**src/isad_pkg.sv**
```systemverilog
`timescale 1ns / 1ps

package isad_pkg;

	// table geometry
	localparam int NUM_REGIONS_DEF = 4;
	localparam int BITS_PER_REGION = 8;
	localparam int BIT_W           = 3;
	localparam int QUEUE_DEPTH     = 2;

	// region code check and card programming word
	localparam logic [7:0] REGION_BASE = 8'h40;
	localparam logic [7:0] REGION_SEL  = 8'h06;
	localparam logic [5:0] PROG_ENABLE = 6'h20;

	// request modes
	localparam logic [1:0] MODE_ATTACH  = 2'd0;
	localparam logic [1:0] MODE_DETACH  = 2'd1;
	localparam logic [1:0] MODE_SERVICE = 2'd2;

	// result status codes
	localparam logic [2:0] ST_OK       = 3'd0;
	localparam logic [2:0] ST_BAD      = 3'd1;
	localparam logic [2:0] ST_DUP      = 3'd2;
	localparam logic [2:0] ST_NOSPACE  = 3'd3;
	localparam logic [2:0] ST_NOTFOUND = 3'd4;
	localparam logic [2:0] ST_PULSE    = 3'd5;
	localparam logic [2:0] ST_NONE     = 3'd6;

	// operation decided by the front end
	typedef enum logic [1:0] {
		OP_REJECT  = 2'd0,
		OP_ATTACH  = 2'd1,
		OP_DETACH  = 2'd2,
		OP_SERVICE = 2'd3
	} op_t;

	typedef struct packed {
		logic        [1:0]  mode;
		logic        [11:0] card_address;
		logic        [7:0]  region_code;
		logic signed [15:0] source_code;
		logic signed [31:0] source_value;
		logic        [1:0]  region_index;
		logic        [7:0]  status_bits;
	} req_t;

	typedef struct packed {
		logic        [2:0]  status;
		logic        [5:0]  program_word;
		logic        [11:0] card_echo;
		logic        [1:0]  assigned_region;
		logic        [2:0]  assigned_bit;
		logic signed [15:0] pulse_code_out;
		logic signed [31:0] pulse_value_out;
		logic               last;
	} rsp_t;

	typedef struct packed {
		op_t  op;
		req_t item;
	} cmd_t;

	typedef struct packed {
		logic full;
		logic nonempty;
	} qstat_t;

endpackage

```
**src/isad_queue.sv**
```systemverilog
`timescale 1ns / 1ps

module isad_queue #(
	parameter int DEPTH = isad_pkg::QUEUE_DEPTH
) (
	input  logic             clk,
	input  logic             arst_n,
	input  logic             push,
	input  isad_pkg::cmd_t   cmd_in,
	input  logic             pop,
	output isad_pkg::cmd_t   cmd_out,
	output isad_pkg::qstat_t stat
);

	localparam int PTR_W = (DEPTH > 1) ? $clog2(DEPTH) : 1;
	localparam int CNT_W = $clog2(DEPTH + 1);
	localparam logic [PTR_W-1:0] PTR_LAST = PTR_W'(DEPTH - 1);

	isad_pkg::cmd_t entry_q [DEPTH];
	logic [PTR_W-1:0] wr_ptr_q;
	logic [PTR_W-1:0] rd_ptr_q;
	logic [CNT_W-1:0] cnt_q;

	assign cmd_out       = entry_q[rd_ptr_q];
	assign stat.full     = (cnt_q == CNT_W'(DEPTH));
	assign stat.nonempty = (cnt_q != '0);

	// pointers and fill count
	always_ff @(posedge clk or negedge arst_n) begin
		if (!arst_n) begin
			wr_ptr_q <= '0;
			rd_ptr_q <= '0;
			cnt_q    <= '0;
		end else begin
			if (push)
				wr_ptr_q <= (wr_ptr_q == PTR_LAST) ? '0 : wr_ptr_q + 1'b1;
			if (pop)
				rd_ptr_q <= (rd_ptr_q == PTR_LAST) ? '0 : rd_ptr_q + 1'b1;
			if (push && !pop)
				cnt_q <= cnt_q + 1'b1;
			else if (pop && !push)
				cnt_q <= cnt_q - 1'b1;
		end
	end

	// entry storage
	always_ff @(posedge clk) begin
		if (push)
			entry_q[wr_ptr_q] <= cmd_in;
	end

endmodule

```
**config.mk**
```make
export PLATFORM = sky130hd
export DESIGN_NAME = isad_queue
export DESIGN_NICKNAME = d
export VERILOG_FILES = /design/src/isad_pkg.sv /design/src/isad_queue.sv
export SDC_FILE = /design/constraint.sdc
export NUM_CORES = 1
export LEC_CHECK = 0
export BUFFER_PORTS_ARGS = -buffer_cell sky130_fd_sc_hd__buf_4
export CAP_MARGIN = 20
export CORE_MARGIN = 4
export CORE_UTILIZATION = 45
export CTS_BUF_LIST = sky130_fd_sc_hd__clkbuf_4 sky130_fd_sc_hd__clkbuf_8
export DETAILED_ROUTE_END_ITERATION = 8
export PLACE_DENSITY = 0.8
export SETUP_SLACK_MARGIN = 0.5
export SLEW_MARGIN = 0
export SYNTH_ARGS = -nofsm -noshare
export SYNTH_HDL_FRONTEND = slang
export SYNTH_SLANG_ARGS = --single-unit
```
**constraint.sdc**
```tcl
create_clock -name clk -period 5.5 [get_ports clk]
set_clock_uncertainty 0.2 [all_clocks]
set_input_delay 0.825 -clock clk [delete_from_list [all_inputs] [get_ports clk]]
set_output_delay 0.825 -clock clk [all_outputs]
set_load 0.05 [all_outputs]
```
# Word level (Yosys, flattened, before mapping)
# Memories as Yosys holds them, arrays and structs flattened.
# Cells that the tools add are included.
classes:
  add_sub_neg: 4
  n_eq_ne: 1
  muxes: 6
  n_reduce_logical: 6
op_table:
  columns: ["op", "count"]
  rows:
  - ["2-to-1 mux 1 bit", 4]
  - ["2-to-1 mux 2 bit", 2]
  - ["nonzero test 2 bit", 2]
  - ["adder 1 bit (second input constant)", 2]
  - ["adder 2 x 1 -> 2 bit (second input constant)", 1]
  - ["equality test 2 bit (second input constant)", 1]
  - ["logical AND 1 bit", 2]
  - ["logical NOT 1 bit", 2]
  - ["subtractor 2 x 1 -> 2 bit (second input constant)", 1]
word_totals:
  word_cells: 21
  output_inout_bits: 84
  mem_count: 1
  register_bits: 4
  ram_bits: 164
  inputBits: 86
memory_table:
  columns: ["memory", "depth", "word_bits", "read_ports", "rd_clocked_by_memory_dff", "wr", "line", "source"]
  rows:
  - ["entry_q", 2, 82, 1, 0, 1, "isad_queue.sv:19", "isad_pkg::cmd_t entry_q [DEPTH];"]

# Longest topological paths before layout
# Gate-level depths: netlist of the first run.
depth:
  depth_word: 4
  depth_mapped: 5
  ltp_nobuf: 5

# Worst setup path after synthesis of the first run
# No wires, ideal clock.
synth_path:
  path_type: "in2reg"
  startpoint: "in push"
  endpoint: "mem entry_q[0][0] (netlist name) (enable)"
  t_arrival_ns: 4.408
  slack_ns: 0.359
  cell_stages: 1
  required_ns: 4.767
  setup_time_ns: 0.533
  path_buffers: 0
  cell_sequence: "nor2b_1"
synth_via:
  elab_chain_cells: 2
synth_lines:
  columns: ["element", "line", "source"]
  rows:
  - ["start, declared", "isad_queue.sv:8", "input logic push,"]
  - ["2-to-1 mux 1 bit", "isad_queue.sv:48", "if (push)"]
  - ["2-to-1 mux 1 bit (not written as such)", "isad_queue.sv:49", "entry_q[wr_ptr_q] <= cmd_in;"]
  - ["end, declared", "isad_queue.sv:19", null]
# Every way passes these cells.

==> impl_metrics.toml, run 1 <==
[clock_network]
htreeDepth = 4
cts_tree = "built"
cts_buffer_depth = 2
cts_inserted_buffers = 17
path_clk_slew_ns = 0.08
clock_sinks = 168
cts_setup_buffers = 0
cts-root-buf = "clkbuf_8"
holdBufCountCts = 1
clkLatencyLatePin_ns = 0.43
cts_resized = 0

[timing]
tightest_slew_ns = 0.844
finalCritPeriodShare = 0.636
maxClockFrequency_ghz = 0.286
finalHoldViolations = 0
maxSlewHeadroom = 0.438
fin_crit_ns = 3.50
finalSetupTns_ns = 0
setup_viol = 0
slew_viol_final = 0
rsz0062_at_grt = "no"

[worst_hold_path]
min_path_type = "flop to flop"
hp-start = "cnt_q[1]$_DFFE_PN0P_"
holdPathStages = 1
whs_endpoint = "cnt_q[1]$_DFFE_PN0P_"

[synthesis]
yosysSeqAreaShare = 0.778
synthAdderAreaFrac = 0.00194
synth_area_leaders = "edfxtp_1 76%, mux2_4 16%, buf_12 2.2%, mux2_2 2.1%, dfrtp_1 1.6%"
synth_compound_area_frac = 0
syn_nets = 358
synth_top_area_frac = 0.763
synth.avg_cell_area_sq_um = 23.8
synthSimpleGateAreaFrac = 0.00446
synth.mux.area_fraction = 0.184
ys_warn_count = 0
synth_xor_area_frac = 0.00678
synth_top_family_by_area = "multiplexers"
post-synth-top-area-cell = "edfxtp_1"
syn_inst = 271
synth-seq-cells = 168
yosysUniqueCellTypes = 15
syn_area_sq_um = 6460

[global_routing]
grt_pass1_vias = 3318
grt_overflow = 0
antenna_found_initial = 0
grt_use_total = 0.143
grt_start_max_net_pins = 51
grt_pass1_wl_um = 17400

[pwr]
internal_power_mw = 3.07
swShare = 0.384
p_seq_frac = 0.373
power_density_nw_per_um2 = 598
p_clk_frac = 0.192
peakVddDrop_mv = 0.361
p_leak_nw = 3.33
switchingPower_mw = 1.91
pwr-share-comb = 0.435

[critical_path]
cp_max_fo = 48
r2r.worst_path.cells = 2
path_class = "flop to primary output"
critPathLaunch = "rd_ptr_q$_DFFE_PN0P_"
rr_startpoint = "wr_ptr_q$_DFFE_PN0P_"
cp-start-kind = "flop"
crit_required_ns = 4.47
worst_ep_arrival_time_ns = 2.47
r2r_end = "entry_q[1][39]$_DFFE_PP_"
endpoint_kind = "primary output"
ff2ff_setup_slack_ns = 3.33

[floorplan]
dieWidth_um = 128
pin_count = 170
std_cell_rows = 43
die_height_um = 128
core_area_sq_um = 14000
start_util = 0.462
die_area_sq_um = 16300

[layout]
layout.nets = 543
drive_gt1_frac = 0.617
layout.cells.non_filler = 647
nFillCells = 1032
areaGrowthSynthToFinish_pct = 28.8
diodes = 0
final_cell_mix = "172 x buf_4, 164 x edfxtp_1, 70 x mux2_4"
final_common_cell = "buf_4"
postLayoutCoreUtil = 0.594

[placed_design]
gp_congestion = 0.737
place_hpwl_um = 8060
dp_cells = 616
numPortBuffers = 169

[drt]
drc = 0
post_drt_wl_per_cell_um = 17.8
num_vias = 3082
wl_um = 11500
via_per_inst = 4.76
ant_nets = 0
dr.pass1.iters = 4
drt_iter0_drc = 205

[job]
max_cap_violations = 0

[outcome]
status = "finished clean"
## stage by stage
step	area, sq um	setup WS [ns]	hold slack (ns)	power (mW)
after floorplan	6460	1.90	0.247	3.60
after global placement	7850	2.48	0.264	4.03
after detailed placement	7870	2.44	0.283	4.08
after CTS	8310	1.94	0.299	5.03
after global routing	8310	1.85	0.313	5.18
final	8310	2.00	0.297	4.97
## worst max-delay path: stages, from the launching register on
cell,delay [ns]
dfrtp_4,0.99
buf_4,0.48
mux2_4,0.35
buf_4,0.19
## cell usage after synthesis, drive strengths merged
master	instances
ha	1
and2	1
mux2	82
xor2	4
inv	1
nor2	1
edfxtp	164
nor2b	2
dfrtp	4
or2	1
buf	9
xnor2	1
## state kept, by name, summed over array words and instances, names as in the netlist
name / count
entry_q: 164
wr_ptr_q: 1
cnt_q: 2
rd_ptr_q: 1
## area by class of cell
type                       instances  area (sq um)  area share
clock buffer                      20           256      0.0309
clock inverter                    10           176      0.0212
multi-input combinational         93          1280       0.154
timing repair buffer             175          1340       0.161
tap                              180           225      0.0271
sequential                       168          5030       0.605
inverter                           1          3.75    0.000452
## layer usage
layer	wire length, um	part of all wire	up-vias	global-route usage
met3	847	0.074	13	0.0608
met4	180	0.016	0	0.0506
met1	4340	0.38	1519	0.162
met2	6140	0.53	114	0.244
li1	-	-	1436	-
met5	0	0	-	0
## power groups by stage
stage               Sequential [mW]  Clock (mW)  Combinational (mW)
floorplan                      1.79           0                1.80
global placement               1.88           0                2.15
detailed placement             1.90           0                2.19
CTS                            1.87       0.978                2.19
global route                   1.89        1.04                2.25
finish                         1.86       0.953                2.16
## kinds of logic (layout without fill, tap and decap cells)
family                     Yosys count  after routing
xor gates and xnor gates             5              5
muxes                               82             82
buffers and inverters               10            206
DFF                                168            168
adders and majority gates            1              1
and+or+nand+nor                      5              5
## worst max-delay path by stage
stage / to / slack [ns] / cells past startpoint
after floorplan: entry_q[0][0]$_DFFE_PP_ / 1.90 / 1
after global placement: cmd_out[15] / 2.48 / 3
after detailed placement: cmd_out[15] / 2.44 / 3
after CTS: cmd_out[15] / 1.94 / 3
after global routing: cmd_out[15] / 1.85 / 3
final: cmd_out[15] / 2.00 / 3
(Power assumes the default switching activity.)
==> run 2: changes to the inputs <==
ABC_AREA = 1   (was not set)
PLACE_DENSITY = 0.82   (was 0.8)
clock period = 2.84 ns   (was 5.5 ns; I/O delays follow)
==> impl_metrics.toml, run 2 <==
[outcome]
status = "finished clean"

[layout]
multiInputGateArea_sq_um = 1270
fin_area_sq_um = 9690
nFillCells = 886
final_cell_mix = "164 x edfxtp_1, 91 x buf_4, 85 x dlygate4sd3_1"
top_register = "entry_q"
seq_area_sq_um = 5030
layout.nets = 649
final_common_cell = "edfxtp_1"
areaGrowthSynthToFinish_pct = 49.7
reg.largest.list = "entry_q x164, cnt_q x2"
largest_reg_flops = 164
diodes = 0
drive_gt1_frac = 0.527

[global_routing]
grt_overflow = 0
grt_pass1_wl_um = 19300
grt_pass1_vias = 3763
grt_use_total = 0.156
antenna_found_initial = 0
grt_start_max_net_pins = 50

[synthesis]
yosysUniqueCellTypes = 15
syn_inst = 280
post-synth-top-area-cell = "edfxtp_1"
yosysSeqAreaShare = 0.776
syn_nets = 367
syn_area_sq_um = 6470
async_reset_ff_frac = 0.0238
synth_area_leaders = "edfxtp_1 76%, mux2_4 16%, buf_12 2.2%, mux2_2 2.1%, dfrtp_1 1.5%"
post-synth-top-count-cell = "edfxtp_1"
synth_top_area_frac = 0.761
ys_warn_count = 0
synth_flop_cell = "edfxtp_1"
synth-seq-cells = 168
synth.avg_cell_area_sq_um = 23.1
synth_common_cells = "164 x edfxtp_1, 70 x mux2_4, 12 x mux2_2"
synth_edf_count = 164

[critical_path]
cp_cell_sequence = "buf_12, buf_16, mux2_4, buf_6"
cp-start-kind = "flop"
r2r_end = "entry_q[0][78]$_DFFE_PP_"
cpMaxStageDelayCell = "dfrtp_4"
cp_max_fo = 11
endpoint_kind = "primary output"
slowest_delay_ns = 0.51
cp_num_buf_inv = 3
r2r.worst_path.cells = 2
worst_ep_arrival_time_ns = 1.76
crit_family = "flip-flops"
crit_required_ns = 2.21
path_class = "flop to primary output"
rr_startpoint = "wr_ptr_q$_DFFE_PN0P_"
ff2ff_setup_slack_ns = 1.14

[timing]
maxSlewHeadroom = 0.550
fin_crit_ns = 2.38
finalHoldViolations = 0
setup_viol = 0
maxClockFrequency_ghz = 0.420
tightest_slew_ns = 0.674
holdWs_ns = 0.125
slew_viol_final = 0
finalSetupTns_ns = 0
rsz0062_at_grt = "yes"
finalCritPeriodShare = 0.839

[pwr]
power_density_nw_per_um2 = 1080
peakVddDrop_mv = 0.593
p_leak_nw = 3.90
p_total_mw = 10.5

[drt]
post_drt_wl_per_cell_um = 19.1
drt_iter0_drc = 213
drc = 0
dr.pass1.iters = 4
num_vias = 3566
wl_um = 14400
ant_nets = 0
via_per_inst = 4.72

[clock_network]
clkLatencyLatePin_ns = 0.44
cts_buffer_depth = 2
cts_inserted_buffers = 17
cts_tree = "built"
htreeDepth = 4
cts-root-buf = "clkbuf_8"
path_clk_slew_ns = 0.09
clock_sinks = 168

[floorplan]
core_area_sq_um = 14000
start_util = 0.463
die_height_um = 128
std_cell_rows = 43
pin_count = 170
die_area_sq_um = 16400
dieWidth_um = 128

[placed_design]
place_hpwl_um = 7950
numPortBuffers = 169
gp_congestion = 0.708
place_area_sq_um = 7900

[worst_hold_path]
min_path_type = "primary input to async pin"

[job]
max_cap_violations = 0
-- run 2: cell families (layout without fill, tap and decap cells) --
| group | Yosys count | after routing | synth area share |
|---|---|---|---|
| XOR/XNOR | 3 | 3 | 0.00406 |
| adder cells (fa/ha/maj) | 1 | 1 | 0.00193 |
| flip-flops | 168 | 168 | 0.776 |
| buffers and inverters | 16 | 311 | 0.0282 |
| multiplexers | 82 | 82 | 0.183 |
| AND/OR/NAND/NOR | 10 | 10 | 0.00638 |
-- run 2: stage by stage --
stage | util | setup slack [ns] | std cells
2_1_floorplan | - | 0.538 | 280
3_3_place_gp | 0.564 | 0.905 | 626
3_5_place_dp | 0.564 | 0.909 | 626
4_1_cts | 0.653 | 0.400 | 743
5_1_grt | 0.693 | 0.400 | 755
6_report | 0.693 | 0.457 | 755
-- run 2: cell type report --
cell class	instances	share of cell area
flip-flops and latches	168	0.519
clock inverters	14	0.0154
inverters	7	0.00310
clock buffers	18	0.0249
multi-input cells	96	0.131
well taps	180	0.0232
repair buffers	272	0.283
-- run 2: how the worst max path moves through the flow --
| stage | from | to | depth (start not counted) |
|---|---|---|---|
| finish | rd_ptr_q$_DFFE_PN0P_ | cmd_out[70] | 4 |
| global route | rd_ptr_q$_DFFE_PN0P_ | cmd_out[70] | 4 |
| CTS | rd_ptr_q$_DFFE_PN0P_ | cmd_out[66] | 3 |
| detailed placement | rd_ptr_q$_DFFE_PN0P_ | cmd_out[62] | 3 |
| global placement | rd_ptr_q$_DFFE_PN0P_ | cmd_out[66] | 3 |
| floorplan | wr_ptr_q$_DFFE_PN0P_ | entry_q[1][0]$_DFFE_PP_ | 2 |
-- run 2: power by group --
group	switching, mW	internal (mW)
combinational	3.11	2.29
sequential	0.145	3.29
clock	0.849	0.796
total	4.10	6.38
-- run 2: what timing repair did --
| action | in CTS | in global routing |
|---|---|---|
| setup buffers | 0 | 2 |
| gates resized for setup | 0 | 90 |
| hold buffers | 85 | 0 |
| endpoints found under the hold margin | 170 | 0 |
| gates cloned | 0 | 10 |
| endpoints found under the setup margin | 82 | 82 |
-- run 2: layer usage --
metal	share of wire	up-vias	routed length, um	GRT usage
li1	-	1654	-	-
met1	0.37	1761	5290	0.167
met2	0.55	128	8010	0.285
met3	0.059	23	851	0.0492
met4	0.019	0	281	0.0643
met5	0	-	0	0
