[src/isad_pkg.sv]
`timescale 1ns / 1ps

package isad_pkg;

	// table geometry
	localparam int NUM_REGIONS_DEF = 4;
	localparam int BITS_PER_REGION = 8;
	localparam int BIT_W           = 3;
	localparam int QUEUE_DEPTH     = 2;

	// region code check and card programming word
	localparam logic [7:0] REGION_BASE = 8'h40;
	localparam logic [7:0] REGION_SEL  = 8'h06;
	localparam logic [5:0] PROG_ENABLE = 6'h20;

	// request modes
	localparam logic [1:0] MODE_ATTACH  = 2'd0;
	localparam logic [1:0] MODE_DETACH  = 2'd1;
	localparam logic [1:0] MODE_SERVICE = 2'd2;

	// result status codes
	localparam logic [2:0] ST_OK       = 3'd0;
	localparam logic [2:0] ST_BAD      = 3'd1;
	localparam logic [2:0] ST_DUP      = 3'd2;
	localparam logic [2:0] ST_NOSPACE  = 3'd3;
	localparam logic [2:0] ST_NOTFOUND = 3'd4;
	localparam logic [2:0] ST_PULSE    = 3'd5;
	localparam logic [2:0] ST_NONE     = 3'd6;

	// operation decided by the front end
	typedef enum logic [1:0] {
		OP_REJECT  = 2'd0,
		OP_ATTACH  = 2'd1,
		OP_DETACH  = 2'd2,
		OP_SERVICE = 2'd3
	} op_t;

	typedef struct packed {
		logic        [1:0]  mode;
		logic        [11:0] card_address;
		logic        [7:0]  region_code;
		logic signed [15:0] source_code;
		logic signed [31:0] source_value;
		logic        [1:0]  region_index;
		logic        [7:0]  status_bits;
	} req_t;

	typedef struct packed {
		logic        [2:0]  status;
		logic        [5:0]  program_word;
		logic        [11:0] card_echo;
		logic        [1:0]  assigned_region;
		logic        [2:0]  assigned_bit;
		logic signed [15:0] pulse_code_out;
		logic signed [31:0] pulse_value_out;
		logic               last;
	} rsp_t;

	typedef struct packed {
		op_t  op;
		req_t item;
	} cmd_t;

	typedef struct packed {
		logic full;
		logic nonempty;
	} qstat_t;

endpackage

[src/isad_chan_if.sv]
`timescale 1ns / 1ps

interface isad_chan_if #(parameter type T = logic);
	logic valid;
	logic ready;
	T     data;

	modport source (output valid, output data, input ready);
	modport sink (input valid, input data, output ready);
endinterface

[src/isad_back.sv]
`timescale 1ns / 1ps

module isad_back #(
	parameter int NUM_REGIONS = isad_pkg::NUM_REGIONS_DEF
) (
	input  logic           clk,
	input  logic           arst_n,
	input  isad_pkg::cmd_t cmd,
	input  logic           cmd_valid,
	output logic           pop,
	isad_chan_if.source    rsp
);

	localparam int BPR    = isad_pkg::BITS_PER_REGION;
	localparam int BIT_W  = isad_pkg::BIT_W;
	localparam int REG_W  = (NUM_REGIONS > 1) ? $clog2(NUM_REGIONS) : 1;
	localparam int SLOT_W = REG_W + BIT_W;
	localparam int NSLOTS = NUM_REGIONS * BPR;
	localparam logic [SLOT_W-1:0] LAST_SLOT = SLOT_W'(NSLOTS - 1);

	typedef enum logic [5:0] {
		S_IDLE   = 6'b000001,
		S_SCAN   = 6'b000010,
		S_REGION = 6'b000100,
		S_ALLOC  = 6'b001000,
		S_SVC    = 6'b010000,
		S_EMIT   = 6'b100000
	} state_t;

	state_t               state_q;
	isad_pkg::cmd_t       cmd_q;
	logic [7:0]           region_addr_q [NUM_REGIONS];
	logic [BPR-1:0]       in_use_q [NUM_REGIONS];
	logic [SLOT_W-1:0]    scan_q;
	logic                 scan_done_q;
	logic                 chk_v_s1;
	logic [SLOT_W-1:0]    slot_s1;
	logic [REG_W-1:0]     sel_q;
	logic [BPR-1:0]       pm_q;
	logic                 sv_v_s1;
	logic [BIT_W-1:0]     sv_bit_s1;
	logic                 sv_last_s1;
	isad_pkg::rsp_t       res_q;
	isad_pkg::rsp_t       res_d;
	isad_pkg::rsp_t       pulse_d;
	logic                 out_v_q;
	isad_pkg::rsp_t       out_q;

	// slot memories
	logic        [11:0]   mem_card [NSLOTS];
	logic signed [15:0]   mem_code [NSLOTS];
	logic signed [31:0]   mem_val  [NSLOTS];
	logic        [11:0]   rd_card_s1;
	logic signed [15:0]   rd_code_s1;
	logic signed [31:0]   rd_val_s1;

	logic                 out_free;
	logic [REG_W-1:0]     idle_idx;
	logic [BPR-1:0]       idle_mask;
	logic [REG_W-1:0]     svc_idx;
	logic                 issue;
	logic                 chk_hit;
	logic                 chk_end_miss;
	logic                 rfound;
	logic [REG_W-1:0]     ridx;
	logic                 ffound;
	logic [BIT_W-1:0]     fbit;
	logic [BIT_W-1:0]     plow;
	logic                 load_s1;
	logic                 sv_emit;
	logic                 emit_any;
	logic                 rd_en;
	logic [SLOT_W-1:0]    rd_addr;
	logic                 mem_we;
	logic                 is_detach;

	assign out_free  = !out_v_q || rsp.ready;
	assign rsp.valid = out_v_q;
	assign rsp.data  = out_q;
	assign pop       = (state_q == S_IDLE) && cmd_valid;
	assign is_detach = (cmd_q.op == isad_pkg::OP_DETACH);

	assign idle_idx  = REG_W'(cmd.item.region_index);
	assign idle_mask = cmd.item.status_bits & in_use_q[idle_idx];
	assign svc_idx   = REG_W'(cmd_q.item.region_index);

	// card address scan, one slot per cycle, compare in the cycle after the read
	assign issue        = (state_q == S_SCAN) && !scan_done_q;
	assign chk_hit      = chk_v_s1 && in_use_q[slot_s1[SLOT_W-1:BIT_W]][slot_s1[BIT_W-1:0]] &&
	                      (rd_card_s1 == cmd_q.item.card_address);
	assign chk_end_miss = chk_v_s1 && !chk_hit && (slot_s1 == LAST_SLOT);

	// first region entry that matches the code or is still unused
	always_comb begin
		rfound = 1'b0;
		ridx   = '0;
		for (int i = NUM_REGIONS - 1; i >= 0; i--) begin
			if ((region_addr_q[i] == 8'd0) || (region_addr_q[i] == cmd_q.item.region_code)) begin
				rfound = 1'b1;
				ridx   = REG_W'(i);
			end
		end
	end

	// lowest free bit of the chosen region
	always_comb begin
		ffound = 1'b0;
		fbit   = '0;
		for (int b = BPR - 1; b >= 0; b--) begin
			if (!in_use_q[sel_q][b]) begin
				ffound = 1'b1;
				fbit   = BIT_W'(b);
			end
		end
	end

	// lowest pending source bit
	always_comb begin
		plow = '0;
		for (int b = BPR - 1; b >= 0; b--) begin
			if (pm_q[b])
				plow = BIT_W'(b);
		end
	end

	// pulse pipeline: read slot, then hand to the output register
	assign load_s1  = (state_q == S_SVC) && (pm_q != '0) && (!sv_v_s1 || out_free);
	assign sv_emit  = (state_q == S_SVC) && sv_v_s1 && out_free;
	assign emit_any = ((state_q == S_EMIT) && out_free) || sv_emit;

	assign rd_en   = issue || load_s1;
	assign rd_addr = issue ? scan_q : {svc_idx, plow};
	assign mem_we  = (state_q == S_ALLOC) && ffound;

	// single result for the current state
	always_comb begin
		res_d      = '0;
		res_d.last = 1'b1;
		case (state_q)
			S_IDLE: begin
				if (cmd.op == isad_pkg::OP_SERVICE) begin
					res_d.status          = isad_pkg::ST_NONE;
					res_d.assigned_region = cmd.item.region_index;
				end else begin
					res_d.status = isad_pkg::ST_BAD;
				end
			end
			S_SCAN: begin
				if (chk_hit && is_detach) begin
					res_d.status          = isad_pkg::ST_OK;
					res_d.card_echo       = cmd_q.item.card_address;
					res_d.assigned_region = 2'(slot_s1[SLOT_W-1:BIT_W]);
					res_d.assigned_bit    = slot_s1[BIT_W-1:0];
				end else if (chk_hit) begin
					res_d.status = isad_pkg::ST_DUP;
				end else begin
					res_d.status = isad_pkg::ST_NOTFOUND;
				end
			end
			S_ALLOC: begin
				if (ffound) begin
					res_d.status          = isad_pkg::ST_OK;
					res_d.program_word    = isad_pkg::PROG_ENABLE |
						6'((cmd_q.item.region_code & isad_pkg::REGION_SEL) << 2) | 6'(fbit);
					res_d.card_echo       = cmd_q.item.card_address;
					res_d.assigned_region = 2'(sel_q);
					res_d.assigned_bit    = fbit;
				end else begin
					res_d.status = isad_pkg::ST_NOSPACE;
				end
			end
			default: begin
				res_d.status = isad_pkg::ST_NOSPACE;
			end
		endcase
	end

	// pulse result from the slot read
	always_comb begin
		pulse_d                 = '0;
		pulse_d.status          = isad_pkg::ST_PULSE;
		pulse_d.card_echo       = rd_card_s1;
		pulse_d.assigned_region = 2'(svc_idx);
		pulse_d.assigned_bit    = sv_bit_s1;
		pulse_d.pulse_code_out  = rd_code_s1;
		pulse_d.pulse_value_out = rd_val_s1;
		pulse_d.last            = sv_last_s1;
	end

	// control state and region table
	always_ff @(posedge clk or negedge arst_n) begin
		if (!arst_n) begin
			state_q       <= S_IDLE;
			region_addr_q <= '{default: '0};
			in_use_q      <= '{default: '0};
			scan_q        <= '0;
			scan_done_q   <= 1'b0;
			chk_v_s1      <= 1'b0;
			sel_q         <= '0;
			pm_q          <= '0;
			sv_v_s1       <= 1'b0;
			out_v_q       <= 1'b0;
		end else begin
			chk_v_s1 <= issue && !(chk_hit || chk_end_miss);
			if (issue) begin
				scan_q <= scan_q + 1'b1;
				if (scan_q == LAST_SLOT)
					scan_done_q <= 1'b1;
			end
			if (load_s1) begin
				sv_v_s1 <= 1'b1;
				pm_q    <= pm_q & ~(BPR'(1) << plow);
			end else if (sv_emit) begin
				sv_v_s1 <= 1'b0;
			end
			if (emit_any)
				out_v_q <= 1'b1;
			else if (rsp.ready)
				out_v_q <= 1'b0;

			case (state_q)
				S_IDLE: begin
					if (cmd_valid) begin
						case (cmd.op)
							isad_pkg::OP_ATTACH, isad_pkg::OP_DETACH: begin
								scan_q      <= '0;
								scan_done_q <= 1'b0;
								state_q     <= S_SCAN;
							end
							isad_pkg::OP_SERVICE: begin
								if (idle_mask == '0) begin
									state_q <= S_EMIT;
								end else begin
									pm_q    <= idle_mask;
									state_q <= S_SVC;
								end
							end
							default: begin
								state_q <= S_EMIT;
							end
						endcase
					end
				end
				S_SCAN: begin
					if (chk_hit) begin
						if (is_detach)
							in_use_q[slot_s1[SLOT_W-1:BIT_W]][slot_s1[BIT_W-1:0]] <= 1'b0;
						state_q <= S_EMIT;
					end else if (chk_end_miss) begin
						state_q <= is_detach ? S_EMIT : S_REGION;
					end
				end
				S_REGION: begin
					if (rfound) begin
						region_addr_q[ridx] <= cmd_q.item.region_code;
						sel_q               <= ridx;
						state_q             <= S_ALLOC;
					end else begin
						state_q <= S_EMIT;
					end
				end
				S_ALLOC: begin
					if (ffound)
						in_use_q[sel_q][fbit] <= 1'b1;
					state_q <= S_EMIT;
				end
				S_SVC: begin
					if (sv_emit && sv_last_s1)
						state_q <= S_IDLE;
				end
				S_EMIT: begin
					if (out_free)
						state_q <= S_IDLE;
				end
				default: begin
					state_q <= S_IDLE;
				end
			endcase
		end
	end

	// payload registers
	always_ff @(posedge clk) begin
		if (pop)
			cmd_q <= cmd;
		if (issue)
			slot_s1 <= scan_q;
		if (load_s1) begin
			sv_bit_s1  <= plow;
			sv_last_s1 <= ((pm_q & ~(BPR'(1) << plow)) == '0);
		end
		if (state_q != S_EMIT)
			res_q <= res_d;
		if (emit_any)
			out_q <= (state_q == S_EMIT) ? res_q : pulse_d;
	end

	// slot memory, one write and one registered read port
	always_ff @(posedge clk) begin
		if (mem_we) begin
			mem_card[{sel_q, fbit}] <= cmd_q.item.card_address;
			mem_code[{sel_q, fbit}] <= cmd_q.item.source_code;
			mem_val[{sel_q, fbit}]  <= cmd_q.item.source_value;
		end
		if (rd_en) begin
			rd_card_s1 <= mem_card[rd_addr];
			rd_code_s1 <= mem_code[rd_addr];
			rd_val_s1  <= mem_val[rd_addr];
		end
	end

endmodule

[src/flat_wrapper.sv]
// flat-port wrapper written by rule: the top's interface ports become plain ports
module isad_back_flat 
#(
	parameter int NUM_REGIONS = isad_pkg::NUM_REGIONS_DEF
)
  (clk, arst_n, cmd, cmd_valid, pop, rsp_valid, rsp_data, rsp_ready);
  isad_chan_if rsp_i ();
  input  logic clk;
  input  logic arst_n;
  input  isad_pkg::cmd_t cmd;
  input  logic cmd_valid;
  output logic pop;
  output wire logic [$bits(rsp_i.valid)-1:0] rsp_valid;
  output wire logic [$bits(rsp_i.data)-1:0] rsp_data;
  input wire logic [$bits(rsp_i.ready)-1:0] rsp_ready;
  assign rsp_valid = rsp_i.valid;
  assign rsp_data = rsp_i.data;
  assign rsp_i.ready = rsp_ready;
  isad_back #(.NUM_REGIONS(NUM_REGIONS)) u_core (.clk(clk), .arst_n(arst_n), .cmd(cmd), .cmd_valid(cmd_valid), .pop(pop), .rsp(rsp_i));
endmodule
[config.mk]
export PLATFORM = sky130hd
export DESIGN_NAME = isad_back_flat
export DESIGN_NICKNAME = d
export VERILOG_FILES = /design/src/isad_pkg.sv /design/src/isad_chan_if.sv /design/src/isad_back.sv /design/src/flat_wrapper.sv
export SDC_FILE = /design/constraint.sdc
export NUM_CORES = 1
export LEC_CHECK = 0
export BUFFER_PORTS_ARGS = -buffer_cell sky130_fd_sc_hd__buf_2
export CORE_MARGIN = 2
export CORE_UTILIZATION = 55
export CTS_BUF_LIST = sky130_fd_sc_hd__clkbuf_8
export DETAILED_ROUTE_END_ITERATION = 8
export MAX_ROUTING_LAYER = met4
export PLACE_DENSITY = 0.77
export SETUP_SLACK_MARGIN = 0.02
export SLEW_MARGIN = 5
export SYNTH_ARGS = -nofsm -noshare
export SYNTH_HDL_FRONTEND = slang
export SYNTH_SLANG_ARGS = --single-unit
[constraint.sdc]
create_clock -name clk -period 4 [get_ports clk]
set_input_delay 0.2 -clock clk [delete_from_list [all_inputs] [get_ports clk]]
set_output_delay 0.2 -clock clk [all_outputs]
set_load 0.005 [all_outputs]
# [Yosys cells after proc, flatten, opt, wreduce, memory -nomap -nowiden]
# Memory sizes are Yosys's and may differ from the RTL's. A register that Yosys moved wholly into a read port is not among the register bits.
# Index checks and enable logic that the tools add are counted.
[classes] muxes=89 n_reduce_logical=47 eq_ne=24 n_addsub=1 bitwise_logic=10 n_shift=1 order_cmp=11
[ops] operator="$mux 8" count=14
[ops] operator="$mux 32" count=3
[ops] operator="$pmux 32 s2" count=1
[ops] operator="$bmux 8 s2" count=3
[ops] operator="$demux 8 s2" count=3
[ops] operator="$logic_not 8->1" count=6
[ops] operator="$mux 3" count=16
[ops] operator="$mux 6" count=8
[ops] operator="$pmux 6 s6" count=1
[ops] operator="$and 32x32->32" count=1
[ops] operator="$bwmux 32" count=1
[ops] operator="$eq 8x8->1" count=4
[ops] operator="$not 32->32" count=1
[ops] operator="$or 32x32->32" count=1
[ops] operator="$mux 1" count=26
[ops] operator="$mux 5" count=5
[ops] operator="$logic_and 1x1->1" count=19
[ops] operator="$and 8x8->8" count=2
[ops] operator="$eq 12x12->1" count=1
[ops] operator="$ge 3x3->1 const B" count=4
[ops] operator="$not 2->3" count=4
[ops] operator="$pmux 6 s2" count=1
[ops] operator="$eq 5x5->1 const B" count=2
[ops] operator="$logic_or 1x1->1" count=9
[ops] operator="26 further kinds" count=47
[word_totals] inputBits=86 mem_count=1 wordCells=207 ram_bits=384 reg_bits=120 out_inout_bits=3
[memory_table] name="u_core.mem_card" words=32 width=12 read_ports=1 rd_ports_with_merged_regs=1 write_ports=1 line="isad_back.sv:50" rtl="logic [11:0] mem_card [NSLOTS];"

# [Longest topological paths before layout]
[depth] ltp_word=21 depth_mapped=11 ltp_nobuf=9

# [Worst setup path after synthesis]
# OpenSTA, ideal clock, no wires.
[synth_timing] path_type="register -> register" startpoint="reg u_core.state_q[4]" endpoint="mem u_core.mem_card[16][0], enable pin" arrival_time_ns=2.568 t_required_ns=3.581 synth_period_minus_slack_ns=2.987 stages_incl_launch_ff=5 n_path_buf=0 path_slack_ns=1.013 setup_ns=0.419 path_cell_list="dfrtp_1 or2_2 nor3_1 nand3b_1 nor4b_1"
[synth_between] elab_chain_cells=4
[synth_rtl] element="start, declared" line="isad_back.sv:30" rtl="state_t state_q;"
[synth_rtl] element="start signal, assigned" line="isad_back.sv:250" rtl="state_q <= is_detach ? S_EMIT : S_REGION;"
[synth_rtl] element="$eq 6x4->1" line="isad_back.sv:133" rtl="assign mem_we = (state_q == S_ALLOC) && ffound;"
[synth_rtl] element="$logic_and 1x1->1" line="isad_back.sv:133"
[synth_rtl] element="$mux 1"
[synth_rtl] element="$mux 1 (not written as such)" line="isad_back.sv:301" rtl="mem_card[{sel_q, fbit}] <= cmd_q.item.card_address;"
[synth_rtl] element="end, declared" line="isad_back.sv:50"
# Every way passes these cells.

# [Final worst setup path]
[layout_timing] startpoint="reg u_core.state_q[3]" endpoint="reg u_core.rd_card_s1[9], read port of u_core.mem_card, data pin"
[layout_between] elab_chain_cells=4 elab_cells_between_ends=7 classes_between="2 x eq/ne; 1 x mux; 4 x reduce/logical"
[layout_rtl] element="$eq 6x5->1" line="isad_back.sv:127" rtl="assign load_s1 = (state_q == S_SVC) && (pm_q != '0) && (!sv_v_s1 || out_free);"
[layout_rtl] element="$logic_and 1x1->1 (2 in series)" line="isad_back.sv:127"
[layout_rtl] element="$logic_or 1x1->1" line="isad_back.sv:131" rtl="assign rd_en = issue || load_s1;"
[layout_rtl] element="end, declared" line="isad_back.sv:53" rtl="logic [11:0] rd_card_s1;"
# Several ways; a longest one is shown, not always the timed one.
# A chain may end at the register's enable or synchronous reset.

==> results.tsv <==
stage	metric	value	unit
cells_and_area	fillcell total	2868	
status	outcome	finished, final reports clean	
timing	min Tclk post-route	3510	ps
drt	vias per cell	6.09	
timing	final setup margin	492	ps
placed_design	input/output buffers	38	
cells_and_area	layout cell share with drive strength beyond 1	16.0	%
clocking	CTS buffer count	79	
hold_path	Worst Hold Class	input port to asynchronous set/reset pin	
critical_path	critical-path cell list	nor4_4 -> nand2_4 -> clkinv_4 -> o21a_4 -> buf_12 -> buf_4 -> a21oi_1 -> a32oi_1 -> a31oi_1 -> nor4_2	
drt	routed wire length per instance	22.3	um
global_route	first-pass GRT wire length	82300	um
critical_path	largest stage delay on the critical path	530	ps
clocking	root buf cell	clkbuf_8	
clocking	Worst-Skew Late Latency	630	ps
placed_design	Setup WS pre-CTS	548	ps
floorplanning	Core ar.	0.0395	mm2
critical_path	critical path type	flip-flop to flip-flop	
timing	Setup TNS Final	0	ps
pwr	static leakage	0.00890	uW
timing	Setup-failing EPs final	0	
floorplanning	Die Ht	204	um
clocking	Max H-tree Level	3	
global_route	pin count of the biggest net entering global routing	73	
critical_path	Max FO, Critical Path	42	
timing	RSZ-0062 raised after global routing	false	
timing	clock skew	38.9	ps
yosys	yosys synthesis warning count	0	
drt	Post-DRT Antenna Nets	0	
critical_path	Worst setup SP type	flip-flop	
timing	crit share post-route	87.7	%
timing	Max Clock Freq	285	MHz
drt	number of DRC markers in iteration 0	1644	
critical_path	critical path's slowest cell	nor4_4	
yosys	Post-synth EDFFs	427	
timing	Final Max Tran Viols	0	
placed_design	HPWL Detailed	33000	um
clocking	clk slew on worst S/H paths	60	ps
floorplanning	die area	0.0414	mm2
floorplanning	chip width	204	um
critical_path	WP buf/inv	3	
timing	final hold violation count	0	
pwr	maximum vdd drop	0.000303	V
global_route	vias in the first global route	14250	
cells_and_area	Layout area overhead	12.8	%
critical_path	Critical Path RT	4440	ps
drt	DRC violations left	0	
yosys	area of the mapped netlist	0.0219	mm2
timing	WHS	271	ps
yosys	post-synth cell types	70	
pwr	Power per Cell Area	522	mW/mm2
yosys	Avg Inst Size Synth	13.0	um2
floorplanning	Cell Rows	73	
critical_path	Arr. time, crit path	3950	ps
placed_design	gpl congestion	0.904	
yosys	Synthesized Nets	1776	
job	Max Cap Viol	0	
yosys	Post-synth top flop	edfxtp_1	
yosys	synthesized flop and latch total	516	
floorplanning	Initial Util	55.4	%
global_route	grt total ovfl	0	
critical_path	critical path capture point type	flip-flop	
clocking	clk buf depth	3	
drt	final wirelength	53500	um
cells_and_area	ant diodes	0	
clocking	Post-CTS Setup Bufs	0	
critical_path	Top delay family on crit path	simple AND/OR/NAND/NOR gates	
floorplanning	Ports	89	
global_route	global-route usage over all layers	27.1	%
cells_and_area	final net count	1907	
timing	slew at the pin closest to its max-slew limit	1130	ps
global_route	antenna violations before repair	0	
yosys	Cells after Synth	1686	
drt	vias	14584	
clocking	CTS Sinks	516	
drt	drt pass-1 iters	7	
yosys	sequential-to-total area share from yosys stat	68.7	%
cells_and_area	Final Core Density	62.4	%
timing	Max-Slew Margin vs Limit	24.6	%
yosys	FFs w/ async S/R, synth	17.2	%
clocking	cts-stage hold buffer count	35	
clocking	CTS resizes	0	
clocking	CTS tree	built	
## path summary, 6_finish.rpt
kind | startpoint | end | slack, ps | depth (start not counted)
worst max-delay path | u_core.state_q[3]$_DFFE_PN0P_ | u_core.rd_card_s1[9]$_DFFE_PP_ | 490 | 10
worst min-delay path | arst_n | u_core.region_addr_q[19]$_DFFE_PN0P_ | 270 | 2
worst max register to register | u_core.state_q[3]$_DFFE_PN0P_ | u_core.rd_card_s1[9]$_DFFE_PP_ | 490 | 10
worst min register to register | u_core.scan_done_q$_DFF_PN0_ | u_core.chk_v_s1$_DFF_PN0_ | 450 | 1
max in group asynchronous | arst_n | u_core.scan_done_q$_DFF_PN0_ | 2870 | 3
min in group clk | cmd[60] | u_core.cmd_q[60]$_DFFE_PP_ | 300 | 2
## logic make-up (layout without fill, tap and decap cells)
group           Yosys count  in the layout  share of synthesized area [%]
simple gates            678            678                           14.2
flops                   516            516                           68.7
xor+xnor                 48             48                           1.92
compound gates          257            257                           7.94
buf+inv                 116            301                           2.86
fa+ha+maj                 4              4                          0.229
mux                      67             67                           4.17
## report_power, final
group / leakage, uW / internal, uW / switching (uW) / total, uW
Clock: 0.000841 / 2070 / 1960 / 4030
Sequential: 0.00507 / 6340 / 378 / 6720
Combinational: 0.00300 / 800 / 1330 / 2130
## state kept, by name, summed over array words and instances (netlist names), 5 cells and up
name / count
u_core.pm_q: 8
u_core.cmd_q: 22
u_core.mem_card: 384
u_core.in_use_q: 32
u_core.region_addr_q: 32
u_core.slot_s1: 5
u_core.scan_q: 5
u_core.rd_card_s1: 12
u_core.state_q: 6
## metal layers
layer	GRT usage (%)	routed length, um
met1	35.4	20700
met2	43.2	26000
met3	4.76	5200
met4	9.59	1650
met5	-	0
## cell usage in the layout, fill, tap and decap left out, types with 17 or more instances in the layout
cell type	Yosys	final
nand3_1	110	110
nor2_1	60	60
a21o_1	17	17
buf_4	12	72
mux2_2	33	33
edfxtp_1	427	427
dlygate4sd3_1	0	35
a21oi_1	58	58
a32oi_1	48	48
clkbuf_8	0	84
o21ai_0	26	26
inv_1	15	44
nand4_1	17	17
mux2i_1	18	18
a31oi_1	55	55
xnor2_1	34	34
nand2_1	386	386
buf_2	58	37
dfrtp_1	88	88
## per-stage QoR
| stage | power (uW) | instance area (um2) | cells |
|---|---|---|---|
| 6_report | 12900 | 24700 | 2396 |
| 5_1_grt | 13400 | 24700 | 2396 |
| 4_1_cts | 12900 | 24700 | 2396 |
| 3_5_place_dp | 8910 | 22900 | 2226 |
| 3_3_place_gp | 8830 | 22900 | 2226 |
| 2_1_floorplan | 8130 | 21900 | 1686 |
## cell usage after synthesis, types with 3 or more instances
| master | n | share of area, % |
|---|---|---|
| nor2_1 | 60 | 1.0 |
| dfrtp_1 | 88 | 10 |
| o21ai_1 | 7 | 0.16 |
| buf_2 | 58 | 1.3 |
| nand3b_1 | 5 | 0.17 |
| o41ai_1 | 5 | 0.20 |
| inv_1 | 15 | 0.26 |
| nand4_1 | 17 | 0.49 |
| clkbuf_1 | 20 | 0.34 |
| nand2b_1 | 15 | 0.43 |
| and2_1 | 3 | 0.086 |
| nor3b_1 | 5 | 0.17 |
| nand2_1 | 386 | 6.6 |
| o21ai_0 | 26 | 0.59 |
| or3_1 | 5 | 0.14 |
| a21o_1 | 17 | 0.58 |
| a32oi_1 | 48 | 1.9 |
| a31oi_1 | 55 | 1.6 |
| nor4_2 | 11 | 0.63 |
| or2_2 | 6 | 0.17 |
| nor3_1 | 13 | 0.30 |
| a21oi_1 | 58 | 1.3 |
| edfxtp_1 | 427 | 59 |
| xnor2_1 | 34 | 1.4 |
| buf_6 | 9 | 0.46 |
| ha_1 | 4 | 0.23 |
| xor2_1 | 14 | 0.56 |
| nor2_2 | 5 | 0.14 |
| mux2_2 | 33 | 1.7 |
| mux2i_1 | 18 | 0.82 |
| o22ai_1 | 8 | 0.23 |
| o221ai_1 | 7 | 0.28 |
| o31ai_1 | 9 | 0.31 |
| and3_1 | 5 | 0.14 |
| nand3_1 | 110 | 2.5 |
| nor2b_1 | 4 | 0.11 |
| buf_4 | 12 | 0.41 |
| mux4_2 | 16 | 1.6 |
| nor4_1 | 13 | 0.37 |
## layout make-up
type                       instances  area [um2]  area share (%)
timing repair buffer             150        1200            4.84
sequential                       516       15100            60.9
tap                              525         657            2.66
inverter                          16        65.1           0.263
clock buffer                      84        1160            4.68
multi-input combinational       1054        6280            25.4
clock inverter                    51         288            1.17
## worst register-to-register path, stage by stage (launching register included)
cell and delay (ps):
dfrtp_1 510, nor4_4 530, nand2_4 220, clkinv_4 230, o21a_4 450, buf_12 280
buf_4 360, a21oi_1 120, a32oi_1 220, a31oi_1 150, nor4_2 300
No activity file was read; power rests on OpenSTA's default activity.
